--- src/wsfr_pkg.sv ---
`default_nettype none

package wsfr_pkg;

  // Queue between the byte classifier and the frame parser
  localparam int QUEUE_DEPTH_DEF = 4;

  // Frame identifier reset values
  localparam logic [7:0] STRING_ID_RST = 8'd129;
  localparam logic [7:0] BINARY_ID_RST = 8'd130;

  // Header fields of the second byte
  localparam logic [7:0] MASK_BIT  = 8'h80;
  localparam logic [7:0] LEN_BITS  = 8'h7F;
  localparam logic [6:0] LEN_EXT16 = 7'd126;
  localparam logic [6:0] LEN_EXT64 = 7'd127;

  // Result kinds
  localparam logic [1:0] KIND_BYTE        = 2'd0;
  localparam logic [1:0] KIND_EMPTY       = 2'd1;
  localparam logic [1:0] KIND_UNSUPPORTED = 2'd2;

  // Register indexes (paddr[2])
  localparam logic REG_STRING_ID = 1'b0;
  localparam logic REG_BINARY_ID = 1'b1;

  typedef enum logic [1:0] {
    CLS_DATA   = 2'd0,
    CLS_TEXT   = 2'd1,
    CLS_BINARY = 2'd2,
    CLS_OTHER  = 2'd3
  } byte_cls_t;

  typedef struct packed {
    byte_cls_t  cls;
    logic [7:0] data;
  } q_entry_t;

  typedef struct packed {
    logic full;
    logic empty;
  } q_status_t;

  typedef enum logic [5:0] {
    PH_SKIP    = 6'b000001,
    PH_LEN     = 6'b000010,
    PH_EXT_HI  = 6'b000100,
    PH_EXT_LO  = 6'b001000,
    PH_KEY     = 6'b010000,
    PH_PAYLOAD = 6'b100000
  } phase_t;

endpackage

`default_nettype wire

--- src/wsfr_if.sv ---
`default_nettype none

interface wsfr_in_if;
  logic       valid;
  logic       ready;
  logic [7:0] data_byte;
  logic       buffer_start;

  modport source (output valid, output data_byte, output buffer_start, input ready);
  modport sink   (input valid, input data_byte, input buffer_start, output ready);
endinterface

interface wsfr_out_if;
  logic       valid;
  logic       ready;
  logic [1:0] result_kind;
  logic [7:0] payload_byte;
  logic       frame_is_binary;
  logic       last_of_frame;

  modport source (output valid, output result_kind, output payload_byte,
                  output frame_is_binary, output last_of_frame, input ready);
  modport sink   (input valid, input result_kind, input payload_byte,
                  input frame_is_binary, input last_of_frame, output ready);
endinterface

`default_nettype wire

--- src/wsfr_front.sv ---
`default_nettype none

module wsfr_front (
  wsfr_in_if.sink              in_if,
  input  wire logic [7:0]      string_id,
  input  wire logic [7:0]      binary_id,
  input  wire wsfr_pkg::q_status_t q_status,
  output logic                 push,
  output wsfr_pkg::q_entry_t   push_entry
);

  assign in_if.ready = !q_status.full;
  assign push        = in_if.valid && !q_status.full;

  // Start bytes are matched against the ids here; text wins on a tie.
  always_comb begin
    push_entry.data = in_if.data_byte;
    if (!in_if.buffer_start) begin
      push_entry.cls = wsfr_pkg::CLS_DATA;
    end else if (in_if.data_byte == string_id) begin
      push_entry.cls = wsfr_pkg::CLS_TEXT;
    end else if (in_if.data_byte == binary_id) begin
      push_entry.cls = wsfr_pkg::CLS_BINARY;
    end else begin
      push_entry.cls = wsfr_pkg::CLS_OTHER;
    end
  end

endmodule

`default_nettype wire

--- src/wsfr_queue.sv ---
`default_nettype none

module wsfr_queue #(
  parameter int DEPTH = wsfr_pkg::QUEUE_DEPTH_DEF
) (
  input  wire logic                clk,
  input  wire logic                rst_n,
  input  wire logic                push,
  input  wire wsfr_pkg::q_entry_t  push_entry,
  input  wire logic                pop,
  output wsfr_pkg::q_entry_t       pop_entry,
  output wsfr_pkg::q_status_t      status
);

  localparam int PW = (DEPTH > 1) ? $clog2(DEPTH) : 1;
  localparam int CW = $clog2(DEPTH + 1);

  wsfr_pkg::q_entry_t mem_r [DEPTH];
  logic [PW-1:0] wr_ptr_r, wr_ptr_nxt;
  logic [PW-1:0] rd_ptr_r, rd_ptr_nxt;
  logic [CW-1:0] count_r, count_nxt;

  always_comb begin
    wr_ptr_nxt = wr_ptr_r;
    rd_ptr_nxt = rd_ptr_r;
    count_nxt  = count_r;
    if (push) begin
      wr_ptr_nxt = (wr_ptr_r == PW'(DEPTH - 1)) ? '0 : wr_ptr_r + 1'b1;
    end
    if (pop) begin
      rd_ptr_nxt = (rd_ptr_r == PW'(DEPTH - 1)) ? '0 : rd_ptr_r + 1'b1;
    end
    case ({push, pop})
      2'b10:   count_nxt = count_r + 1'b1;
      2'b01:   count_nxt = count_r - 1'b1;
      default: count_nxt = count_r;
    endcase
  end

  always_ff @(posedge clk) begin
    if (!rst_n) begin
      wr_ptr_r <= '0;
      rd_ptr_r <= '0;
      count_r  <= '0;
    end else begin
      wr_ptr_r <= wr_ptr_nxt;
      rd_ptr_r <= rd_ptr_nxt;
      count_r  <= count_nxt;
    end
  end

  always_ff @(posedge clk) begin
    if (push) begin
      mem_r[wr_ptr_r] <= push_entry;
    end
  end

  assign pop_entry    = mem_r[rd_ptr_r];
  assign status.full  = (count_r == CW'(DEPTH));
  assign status.empty = (count_r == '0);

endmodule

`default_nettype wire

--- src/wsfr_back.sv ---
`default_nettype none

module wsfr_back (
  input  wire logic                clk,
  input  wire logic                rst_n,
  input  wire wsfr_pkg::q_status_t q_status,
  input  wire wsfr_pkg::q_entry_t  entry,
  output logic                     pop,
  wsfr_out_if.source               out_if
);

  wsfr_pkg::phase_t phase_r, phase_nxt;
  logic        binary_r, binary_nxt;
  logic        masked_r, masked_nxt;
  logic [15:0] rem_r, rem_nxt;
  logic [7:0]  key_r [4];
  logic [1:0]  kpos_r, kpos_nxt;
  logic        key_we;

  logic        out_valid_r, out_valid_nxt;
  logic [1:0]  kind_r;
  logic [7:0]  byte_r;
  logic        bin_out_r;
  logic        last_r;

  logic        emit;
  logic [1:0]  e_kind;
  logic [7:0]  e_byte;
  logic        e_last;
  logic        len_known;
  logic [15:0] len_val;
  logic        len_masked;
  logic [7:0]  key_byte;
  logic [15:0] rem_dec;

  assign pop      = !q_status.empty && (!out_valid_r || out_if.ready);
  assign key_byte = masked_r ? key_r[kpos_r] : 8'h00;
  assign rem_dec  = rem_r - 16'd1;

  always_comb begin
    phase_nxt  = phase_r;
    binary_nxt = binary_r;
    masked_nxt = masked_r;
    rem_nxt    = rem_r;
    kpos_nxt   = kpos_r;
    key_we     = 1'b0;
    emit       = 1'b0;
    e_kind     = wsfr_pkg::KIND_BYTE;
    e_byte     = 8'h00;
    e_last     = 1'b0;
    len_known  = 1'b0;
    len_val    = rem_r;
    len_masked = masked_r;

    if (pop) begin
      case (entry.cls)
        wsfr_pkg::CLS_TEXT: begin
          binary_nxt = 1'b0;
          phase_nxt  = wsfr_pkg::PH_LEN;
        end
        wsfr_pkg::CLS_BINARY: begin
          binary_nxt = 1'b1;
          phase_nxt  = wsfr_pkg::PH_LEN;
        end
        wsfr_pkg::CLS_OTHER: begin
          phase_nxt = wsfr_pkg::PH_SKIP;
        end
        default: begin
          case (phase_r)
            wsfr_pkg::PH_LEN: begin
              masked_nxt = |(entry.data & wsfr_pkg::MASK_BIT);
              len_masked = masked_nxt;
              if (entry.data[6:0] == wsfr_pkg::LEN_EXT16) begin
                phase_nxt = wsfr_pkg::PH_EXT_HI;
              end else if (entry.data[6:0] == wsfr_pkg::LEN_EXT64) begin
                phase_nxt = wsfr_pkg::PH_SKIP;
                emit      = 1'b1;
                e_kind    = wsfr_pkg::KIND_UNSUPPORTED;
                e_last    = 1'b1;
              end else begin
                len_val   = {8'h00, entry.data & wsfr_pkg::LEN_BITS};
                rem_nxt   = len_val;
                len_known = 1'b1;
              end
            end
            wsfr_pkg::PH_EXT_HI: begin
              rem_nxt   = {entry.data, 8'h00};
              phase_nxt = wsfr_pkg::PH_EXT_LO;
            end
            wsfr_pkg::PH_EXT_LO: begin
              len_val   = rem_r | {8'h00, entry.data};
              rem_nxt   = len_val;
              len_known = 1'b1;
            end
            wsfr_pkg::PH_KEY: begin
              key_we   = 1'b1;
              kpos_nxt = kpos_r + 2'd1;
              if (kpos_r == 2'd3) begin
                if (rem_r == 16'd0) begin
                  phase_nxt = wsfr_pkg::PH_SKIP;
                  emit      = 1'b1;
                  e_kind    = wsfr_pkg::KIND_EMPTY;
                  e_last    = 1'b1;
                end else begin
                  phase_nxt = wsfr_pkg::PH_PAYLOAD;
                end
              end
            end
            wsfr_pkg::PH_PAYLOAD: begin
              kpos_nxt = kpos_r + 2'd1;
              rem_nxt  = rem_dec;
              emit     = 1'b1;
              e_kind   = wsfr_pkg::KIND_BYTE;
              e_byte   = entry.data ^ key_byte;
              e_last   = (rem_dec == 16'd0);
              if (rem_dec == 16'd0) begin
                phase_nxt = wsfr_pkg::PH_SKIP;
              end
            end
            default: begin
              phase_nxt = wsfr_pkg::PH_SKIP;
            end
          endcase

          // length settled: key bytes, payload, or an empty frame
          if (len_known) begin
            kpos_nxt = 2'd0;
            if (len_masked) begin
              phase_nxt = wsfr_pkg::PH_KEY;
            end else if (len_val == 16'd0) begin
              phase_nxt = wsfr_pkg::PH_SKIP;
              emit      = 1'b1;
              e_kind    = wsfr_pkg::KIND_EMPTY;
              e_last    = 1'b1;
            end else begin
              phase_nxt = wsfr_pkg::PH_PAYLOAD;
            end
          end
        end
      endcase
    end

    if (out_valid_r && !out_if.ready) begin
      out_valid_nxt = 1'b1;
    end else begin
      out_valid_nxt = pop && emit;
    end
  end

  always_ff @(posedge clk) begin
    if (!rst_n) begin
      phase_r     <= wsfr_pkg::PH_SKIP;
      binary_r    <= 1'b0;
      masked_r    <= 1'b0;
      rem_r       <= 16'd0;
      kpos_r      <= 2'd0;
      out_valid_r <= 1'b0;
      for (int i = 0; i < 4; i++) begin
        key_r[i] <= 8'h00;
      end
    end else begin
      phase_r     <= phase_nxt;
      binary_r    <= binary_nxt;
      masked_r    <= masked_nxt;
      rem_r       <= rem_nxt;
      kpos_r      <= kpos_nxt;
      out_valid_r <= out_valid_nxt;
      if (key_we) begin
        key_r[kpos_r] <= entry.data;
      end
    end
  end

  always_ff @(posedge clk) begin
    if (pop && emit) begin
      kind_r    <= e_kind;
      byte_r    <= e_byte;
      bin_out_r <= binary_r;
      last_r    <= e_last;
    end
  end

  assign out_if.valid           = out_valid_r;
  assign out_if.result_kind     = kind_r;
  assign out_if.payload_byte    = byte_r;
  assign out_if.frame_is_binary = bin_out_r;
  assign out_if.last_of_frame   = last_r;

endmodule

`default_nettype wire

--- src/websocket_frame_receiver.sv ---
// Channel   Dir   Word                                                    Handshake
// in_if     in    data_byte[7:0], buffer_start                           valid/ready
// out_if    out   result_kind[1:0], payload_byte[7:0], frame_is_binary,  valid/ready
//                 last_of_frame
// apb       in    psel/penable/pwrite/paddr[2:0]/pwdata, prdata out      pready tied high
//
// One input word per cycle while the word queue has room; an accepted word is written into
// the queue, then popped by the parser, which loads any result into the output register,
// the only stall point; the parser handles one queued word per cycle unless it is stalled.
// in_if.ready drops only while the word queue is full; a stalled output backs up the queue.
// rst_n is synchronous, active low; it clears parser state and queue pointers and restores
// the default ids.
`default_nettype none

module websocket_frame_receiver #(
  parameter int QUEUE_DEPTH = wsfr_pkg::QUEUE_DEPTH_DEF
) (
  input  wire logic        clk,
  input  wire logic        rst_n,
  wsfr_in_if.sink          in_if,
  wsfr_out_if.source       out_if,
  input  wire logic        psel,
  input  wire logic        penable,
  input  wire logic        pwrite,
  input  wire logic [2:0]  paddr,
  input  wire logic [31:0] pwdata,
  output logic [31:0]      prdata,
  output logic             pready
);

  // Configuration: two 8-bit frame ids at byte offsets 0 and 4.
  logic [7:0] string_id_r;
  logic [7:0] binary_id_r;
  logic       cfg_wr;

  assign pready = 1'b1;
  assign cfg_wr = psel && penable && pwrite && pready;

  always_ff @(posedge clk) begin
    if (!rst_n) begin
      string_id_r <= wsfr_pkg::STRING_ID_RST;
      binary_id_r <= wsfr_pkg::BINARY_ID_RST;
    end else if (cfg_wr) begin
      if (paddr[2] == wsfr_pkg::REG_STRING_ID) begin
        string_id_r <= pwdata[7:0];
      end else begin
        binary_id_r <= pwdata[7:0];
      end
    end
  end

  assign prdata = (paddr[2] == wsfr_pkg::REG_BINARY_ID) ? {24'h0, binary_id_r}
                                                        : {24'h0, string_id_r};

  // Front: classify start bytes against the ids, push into the queue.
  logic                q_push;
  logic                q_pop;
  wsfr_pkg::q_entry_t  q_in;
  wsfr_pkg::q_entry_t  q_out;
  wsfr_pkg::q_status_t q_status;

  wsfr_front u_front (
    .in_if      (in_if),
    .string_id  (string_id_r),
    .binary_id  (binary_id_r),
    .q_status   (q_status),
    .push       (q_push),
    .push_entry (q_in)
  );

  // Short word queue decouples input acceptance from parser stalls.
  wsfr_queue #(
    .DEPTH (QUEUE_DEPTH)
  ) u_queue (
    .clk        (clk),
    .rst_n      (rst_n),
    .push       (q_push),
    .push_entry (q_in),
    .pop        (q_pop),
    .pop_entry  (q_out),
    .status     (q_status)
  );

  // Back: header parse, mask key capture, unmasking, registered result.
  wsfr_back u_back (
    .clk      (clk),
    .rst_n    (rst_n),
    .q_status (q_status),
    .entry    (q_out),
    .pop      (q_pop),
    .out_if   (out_if)
  );

`ifndef SYNTHESIS
  a_no_overflow: assert property (@(posedge clk) disable iff (!rst_n)
    q_push |-> !q_status.full)
    else $error("word pushed into full queue");

  a_no_underflow: assert property (@(posedge clk) disable iff (!rst_n)
    q_pop |-> !q_status.empty)
    else $error("word popped from empty queue");

  a_ready_only_full: assert property (@(posedge clk) disable iff (!rst_n)
    !in_if.ready |-> q_status.full)
    else $error("input stalled with queue space left");

  a_nonbyte_last: assert property (@(posedge clk) disable iff (!rst_n)
    (out_if.valid && out_if.result_kind != wsfr_pkg::KIND_BYTE) |-> out_if.last_of_frame)
    else $error("empty or unsupported result without last mark");
`endif

endmodule

`default_nettype wire
--- src/flat_wrapper.sv ---
// flat-port wrapper written by rule: the top's interface ports become plain ports
module websocket_frame_receiver_flat 
#(
  parameter int QUEUE_DEPTH = wsfr_pkg::QUEUE_DEPTH_DEF
)
  (clk, rst_n, psel, penable, pwrite, paddr, pwdata, prdata, pready, in_if_valid, in_if_data_byte, in_if_buffer_start, in_if_ready, out_if_valid, out_if_result_kind, out_if_payload_byte, out_if_frame_is_binary, out_if_last_of_frame, out_if_ready);
  wsfr_in_if in_if_i ();
  wsfr_out_if out_if_i ();
  input  wire logic clk;
  input  wire logic rst_n;
  input  wire logic psel;
  input  wire logic penable;
  input  wire logic pwrite;
  input  wire logic [2:0] paddr;
  input  wire logic [31:0] pwdata;
  output logic [31:0] prdata;
  output logic pready;
  input wire logic [$bits(in_if_i.valid)-1:0] in_if_valid;
  input wire logic [$bits(in_if_i.data_byte)-1:0] in_if_data_byte;
  input wire logic [$bits(in_if_i.buffer_start)-1:0] in_if_buffer_start;
  output wire logic [$bits(in_if_i.ready)-1:0] in_if_ready;
  output wire logic [$bits(out_if_i.valid)-1:0] out_if_valid;
  output wire logic [$bits(out_if_i.result_kind)-1:0] out_if_result_kind;
  output wire logic [$bits(out_if_i.payload_byte)-1:0] out_if_payload_byte;
  output wire logic [$bits(out_if_i.frame_is_binary)-1:0] out_if_frame_is_binary;
  output wire logic [$bits(out_if_i.last_of_frame)-1:0] out_if_last_of_frame;
  input wire logic [$bits(out_if_i.ready)-1:0] out_if_ready;
  assign in_if_i.valid = in_if_valid;
  assign in_if_i.data_byte = in_if_data_byte;
  assign in_if_i.buffer_start = in_if_buffer_start;
  assign in_if_ready = in_if_i.ready;
  assign out_if_valid = out_if_i.valid;
  assign out_if_result_kind = out_if_i.result_kind;
  assign out_if_payload_byte = out_if_i.payload_byte;
  assign out_if_frame_is_binary = out_if_i.frame_is_binary;
  assign out_if_last_of_frame = out_if_i.last_of_frame;
  assign out_if_i.ready = out_if_ready;
  websocket_frame_receiver #(.QUEUE_DEPTH(QUEUE_DEPTH)) u_core (.clk(clk), .rst_n(rst_n), .in_if(in_if_i), .out_if(out_if_i), .psel(psel), .penable(penable), .pwrite(pwrite), .paddr(paddr), .pwdata(pwdata), .prdata(prdata), .pready(pready));
endmodule
--- config.mk ---
export PLATFORM = sky130hd
export DESIGN_NAME = websocket_frame_receiver_flat
export DESIGN_NICKNAME = d
export VERILOG_FILES = /design/src/wsfr_pkg.sv /design/src/wsfr_if.sv /design/src/wsfr_front.sv /design/src/wsfr_queue.sv /design/src/wsfr_back.sv /design/src/websocket_frame_receiver.sv /design/src/flat_wrapper.sv
export SDC_FILE = /design/constraint.sdc
export NUM_CORES = 1
export LEC_CHECK = 0
export BUFFER_PORTS_ARGS = -buffer_cell sky130_fd_sc_hd__buf_4
export CORE_MARGIN = 4
export CORE_UTILIZATION = 60
export CTS_CLUSTER_DIAMETER = 50
export DETAILED_ROUTE_END_ITERATION = 10
export GPL_TIMING_DRIVEN = 1
export PLACE_DENSITY = 0.83
export SYNTH_ARGS = -nofsm -noshare
export SYNTH_HDL_FRONTEND = slang
export SYNTH_SLANG_ARGS = --single-unit
export TNS_END_PERCENT = 20
--- constraint.sdc ---
create_clock -name clk -period 6 [get_ports clk]
set_input_delay 0.3 -clock clk [delete_from_list [all_inputs] [get_ports clk]]
set_output_delay 0.3 -clock clk [all_outputs]
set_load 0.03 [all_outputs]
; Word-level counts from Yosys, hierarchy flattened
; Memory sizes are Yosys's and may differ from the RTL's. A register that Yosys moved wholly into a read port is not among the register bits.
; Index checks and enable logic that the tools add are counted.
; W data, S select, Z words.
[word_totals]
input_bits = 51
mem_count = 2
latchBits = 0
ramBits = 72
mem_bits_ro = 0
ff_bits = 62
[mem_list]
columns = memory, words, word_bits, rd, rd_clocked_by_memory_dff, write_ports, line
row1 = u_core.u_queue.mem_r, 4, 10, 1, 1, 1, wsfr_queue.sv:18  ; wsfr_pkg::q_entry_t mem_r [DEPTH];
row2 = u_core.u_back.key_r, 4, 8, 1, 1, 4, wsfr_back.sv:16  ; logic [7:0] key_r [4];
[op_classes]
eq_ne = 22
n_mux = 74
n_reduce_logical = 32
n_bitwise = 6
n_mul = 0
add_sub_neg = 6
n_div = 0
shift = 0
n_lt_le_gt_ge = 0
[ops]
columns = operator, n
row1 = $mux W16, 4
row2 = $pmux W16 S4, 1
row3 = $logic_not A16 Y1, 3
row4 = $mux W6, 8
row5 = $mux W1, 33
row6 = $mux W2, 16
row7 = $pmux W16 S2, 1
row8 = $pmux W6 S5, 1
row9 = $mux W8, 3
row10 = $eq A8 B8 Y1, 2
row11 = $or A16 B8 Y16, 1
row12 = $sub A16 B1 Y16 const B, 1
row13 = $eq A7 B7 Y1 const B, 2
row14 = $eq A2 B2 Y1 const B, 6
row15 = $pmux W6 S2, 1
row16 = $ne A5 B5 Y1 const B, 2
row17 = $reduce_and A2 Y1, 4
row18 = $reduce_or A8 Y1, 1
row19 = $xor A8 B8 Y8, 1
row20 = $add A2 B1 Y2 const B, 3
row21 = $eq A6 B2 Y1 const B, 1
row22 = $eq A6 B3 Y1 const B, 1
row23 = $eq A6 B4 Y1 const B, 1
row24 = $eq A6 B5 Y1 const B, 1
row25 = 24 further kinds, 42

; Longest topological paths before layout
[depth]
ltp_word = 14
depth_mapped = 11

; Cells and area by module
; From an unflattened synthesis, not the netlist that was laid out.
[hier_totals]
hier_cells = 676
hier_area_um2 = 7439.6
[modules_own_cells]
columns = module, n_inst, area_each_um2, cells_each
row1 = wsfr_back, 1, 4299.1, 442
row2 = wsfr_queue, 1, 1906.8, 99
row3 = websocket_frame_receiver, 1, 977.2, 102
row4 = wsfr_front, 1, 256.5, 33

; Least setup slack after synthesis
; Ideal clock, no wire load.
[synth_path]
path_kind = reg2reg
start = reg (tool-made name)
end = mem u_core.u_back.key_r[0][0], enable pin
path_buffers = 3
period_less_slack_ns = 3.235
required_ns = 5.671
path_slack_ns = 2.765
stages_incl_launch_ff = 12
t_arrival_ns = 2.906
path_cell_list = dfxtp_1 buf_4 buf_1 mux4_2 inv_1 ha_1 nand2_1 nor2_1 nand2_1 or3_1 clkbuf_1 nand2_1
[synth_rtl]
columns = item, line
row1 = "end, declared", wsfr_back.sv:16

==> impl_metrics.py <==
metrics = {
    "outcome": {
        "status": "finished, final reports clean",
    },
    "setup_path": {
        "critPathLaunchType": "register",
        "path_cells": "mux4_2 -> inv_1 -> ha_1 -> nand2_1 -> nor2_1 -> nand2_1 -> or3_1 -> nand2_1",
        "crit_slowest_cell": "dfxtp_1",
        "crit_required_ps": 6070,
        "crit_type": "reg2reg",
        "cp.arrival_ps": 4020,
        "slowest_delay_ps": 980,
        "crit_path_frequent_cell": "nand2_1",
        "crit_fanout": 21,
        "critPathCaptureType": "register",
    },
    "power": {
        "power.internal_mw": 1.94,
        "pwr-share-seq_pct": 40.1,
        "combPwrFrac_pct": 26.2,
        "p_sw_share_pct": 33.9,
        "p_leak_nw": 3.02,
        "power.density_nw_per_um2": 359,
        "clkPwrFrac_pct": 33.7,
        "ir_drop_uv": 281,
        "p_switching_mw": 0.991,
    },
    "routing": {
        "via_count": 5408,
        "drc": 0,
        "first_pass_iters": 7,
        "wl_per_cell_um": 18.9,
        "via_per_inst": 6.15,
        "wirelength_mm": 16.6,
        "initialDrtViolationCount": 693,
        "final_antenna_net_count": 0,
    },
    "clock_network": {
        "clock_sinks": 138,
        "cts-hold-fix-buffers": 0,
        "post_cts_buffers": 0,
        "cts_tree": "built",
        "clkTransAtPathRegs_ps": 60,
        "cts_buffers": 17,
        "cts_max_level": 4,
        "insertion_delay_ps": 430,
        "cts_resized": 0,
        "cts_buffer_depth": 2,
        "root_buffer": "clkbuf_16",
    },
    "synthesis": {
        "yosys.area_share.adder_pct": 2.84,
        "synth-edff-count": 84,
        "ys_seq_area_share_pct": 49.3,
        "yosys_warnings": 0,
        "synth-simple-area-share_pct": 17.3,
        "synth_compound_area_share_pct": 11.8,
        "synth.area.mux_share_pct": 9.21,
        "ys_types": 70,
        "synthFlopType": "edfxtp_1",
        "netlist_instances": 691,
        "synth-xor-area-share_pct": 4.07,
        "synth_top_family_by_area": "simple AND/OR/NAND/NOR gates",
        "synthArstFlopShare_pct": 0,
        "syn_avg_cell_area_um2": 10.6,
        "syn-cell-area_um2": 7310,
        "ys_ff_latch": 138,
    },
    "cells_and_area": {
        "diodes": 0,
        "drive_above_1_share_pct": 16.4,
        "syn_to_final_growth_pct": 11.6,
        "fillers": 853,
        "nets": 786,
        "fin_util_pct": 68.2,
    },
    "sta": {
        "finalSetupTns_ps": 0,
        "max_freq_ghz": 0.254,
        "setup_viol": 0,
        "setup_ws_ps": 2060,
        "skew_ps": 12.2,
        "fin_crit_sh_pct": 65.7,
        "fin_crit_ps": 3940,
        "tightestPinTransition_ps": 1110,
        "rsz0062_at_grt": "no",
        "hold_ws_ps": 99.1,
        "hold_viol": 0,
        "drv_slew": 0,
        "relSlewSlack_pct": 26.1,
    },
    "floorplanning": {
        "die_area_um2": 14000,
        "row_count": 40,
        "io_pins": 98,
        "fp.dieH_um": 118,
        "core_area_um2": 12000,
        "start_util_pct": 61.1,
        "chipWidth_um": 118,
    },
    "global_route": {
        "grtUsageTotal_pct": 24.1,
        "grt-ovfl-total": 0,
        "grt_pass1_vias": 5457,
        "grt_pass1_wl_mm": 26.8,
        "antenna_found_initial": 0,
        "grt_max_degree": 59,
    },
    "placed_design": {
        "dp_hpwl_mm": 11.6,
        "routabilityCongestion": 0.933,
        "post-place-ws_ps": 2050,
        "io_buffers": 46,
    },
    "run": {
        "maxCapViolations": 0,
    },
    "worst_hold_path": {
        "min_path_type": "in2reg",
    },
}
placed cells by master, fill, tap and decap left out, drive strengths merged, types with 20 or more instances in the layout:
master | synthesis | routed
edfxtp | 84 | 84
nand2 | 79 | 79
nor2 | 68 | 68
dfxtp | 54 | 54
buf | 34 | 47
o21ai | 29 | 29
xor2 | 25 | 25
conb | 2 | 25
nor3 | 20 | 20
a21oi | 20 | 20
cell type report:
cell class / count / area (um2) / share of cell area (%)
Clock buffer: 17 / 425 / 5.21
Inverter: 14 / 52.6 / 0.644
Sequential cell: 138 / 3600 / 44.2
Timing Repair Buffer: 47 / 353 / 4.32
Tap cell: 147 / 184 / 2.25
Multi-Input combinational cell: 501 / 3400 / 41.7
Clock inverter: 15 / 140 / 1.72
power groups by stage:
stage	registers (mW)	clock network [mW]	logic, mW
2_1_floorplan	1.13	0	0.603
3_3_place_gp	1.18	0	0.721
3_5_place_dp	1.19	0	0.749
4_1_cts	1.17	0.997	0.757
5_1_grt	1.19	1.04	0.823
6_report	1.17	0.985	0.768
critical path, delay by kind of cell, from the launching register on:
kind / cells / cell delay [ps]
buffers and inverters: 1 / 140
multiplexers: 1 / 640
flip-flops: 1 / 980
AND/OR/NAND/NOR: 5 / 1640
adder cells (fa/ha/maj): 1 / 180
cells by family (layout without fill, tap and decap cells):
family | Yosys count | after routing
other | 2 | 25
buffers and inverters | 75 | 93
flip-flops | 138 | 138
AO/OA/AOI/OAI | 125 | 125
AND/OR/NAND/NOR | 257 | 257
multiplexers | 44 | 44
adder cells (fa/ha/maj) | 16 | 16
XOR/XNOR | 34 | 34
state kept, by name, indices dropped and copies added (netlist names), 2 cells and up, named ones only:
signal and count:
u_core.u_back.kpos_r 2, u_core.u_queue.mem_r 40, u_core.u_back.key_r 32, u_core.binary_id_r 8, u_core.u_back.rem_r 16, u_core.u_queue.rd_ptr_r 2
u_core.u_back.out_if.result_kind 2, u_core.u_back.phase_r 6, u_core.u_back.out_if.payload_byte 8, u_core.u_queue.count_r 3, u_core.string_id_r 8, u_core.u_queue.wr_ptr_r 2
metrics by stage:
| stage | cell area, um2 | total power [mW] | instances |
|---|---|---|---|
| final | 8160 | 2.93 | 879 |
| after global routing | 8160 | 3.05 | 879 |
| after CTS | 8160 | 2.93 | 879 |
| after detailed placement | 7590 | 1.94 | 847 |
| after global placement | 7590 | 1.90 | 847 |
| after floorplan | 7400 | 1.74 | 714 |
final timing paths:
check                                       startpoint                                   end  slack, ps  cells after the start
worst min-delay path                         pwdata[0]                 u_core.string_id_r[0]        100                      3
worst min register to register  u_core.u_back.binary_r  u_core.u_back.out_if.frame_is_binary        440                      0
worst max register to register                register             u_core.u_back.key_r[0][5]       2060                      8
worst max-delay path                          register             u_core.u_back.key_r[0][5]       2060                      8
routing by layer:
layer / track usage [%] / part of all wire, % / vias to the layer above / wire [um]
met5: 0 / 0 / - / 0
met4: 11.4 / 3.1 / 0 / 506
met3: 5.50 / 8.2 / 36 / 1350
met2: 40.3 / 49 / 263 / 8170
met1: 29.7 / 40 / 2573 / 6560
li1: - / - / 2536 / -
Yosys cell counts (3+ instances only):
cell,number,share of area [%]
a22oi_1,7,0.72
mux2i_1,11,1.5
o22ai_1,11,0.94
buf_1,3,0.15
a21boi_0,16,1.6
nand2_1,79,4.1
or4_1,3,0.31
nor2_1,68,3.5
nand3b_1,5,0.51
nor2b_1,17,1.5
o21ai_1,10,0.68
buf_4,26,2.7
o211ai_1,7,0.72
edfxtp_1,84,35
ha_1,15,2.6
a21oi_1,20,1.4
or3_1,5,0.43
inv_1,13,0.67
clkbuf_1,27,1.4
o211a_1,3,0.41
dfxtp_1,54,15
nor3_1,20,1.4
mux4_2,17,5.2
nor4_1,14,1.2
a31oi_1,6,0.51
nor3b_1,4,0.41
and2_1,6,0.51
o21ai_0,19,1.3
nand3_1,12,0.82
xnor2_1,9,1.1
nand4_1,4,0.34
a21boi_1,3,0.31
mux2_2,15,2.3
and3_1,4,0.34
xor2_1,25,3.0
buf_2,4,0.27
Note: power is estimated with default switching activity, not from simulation.
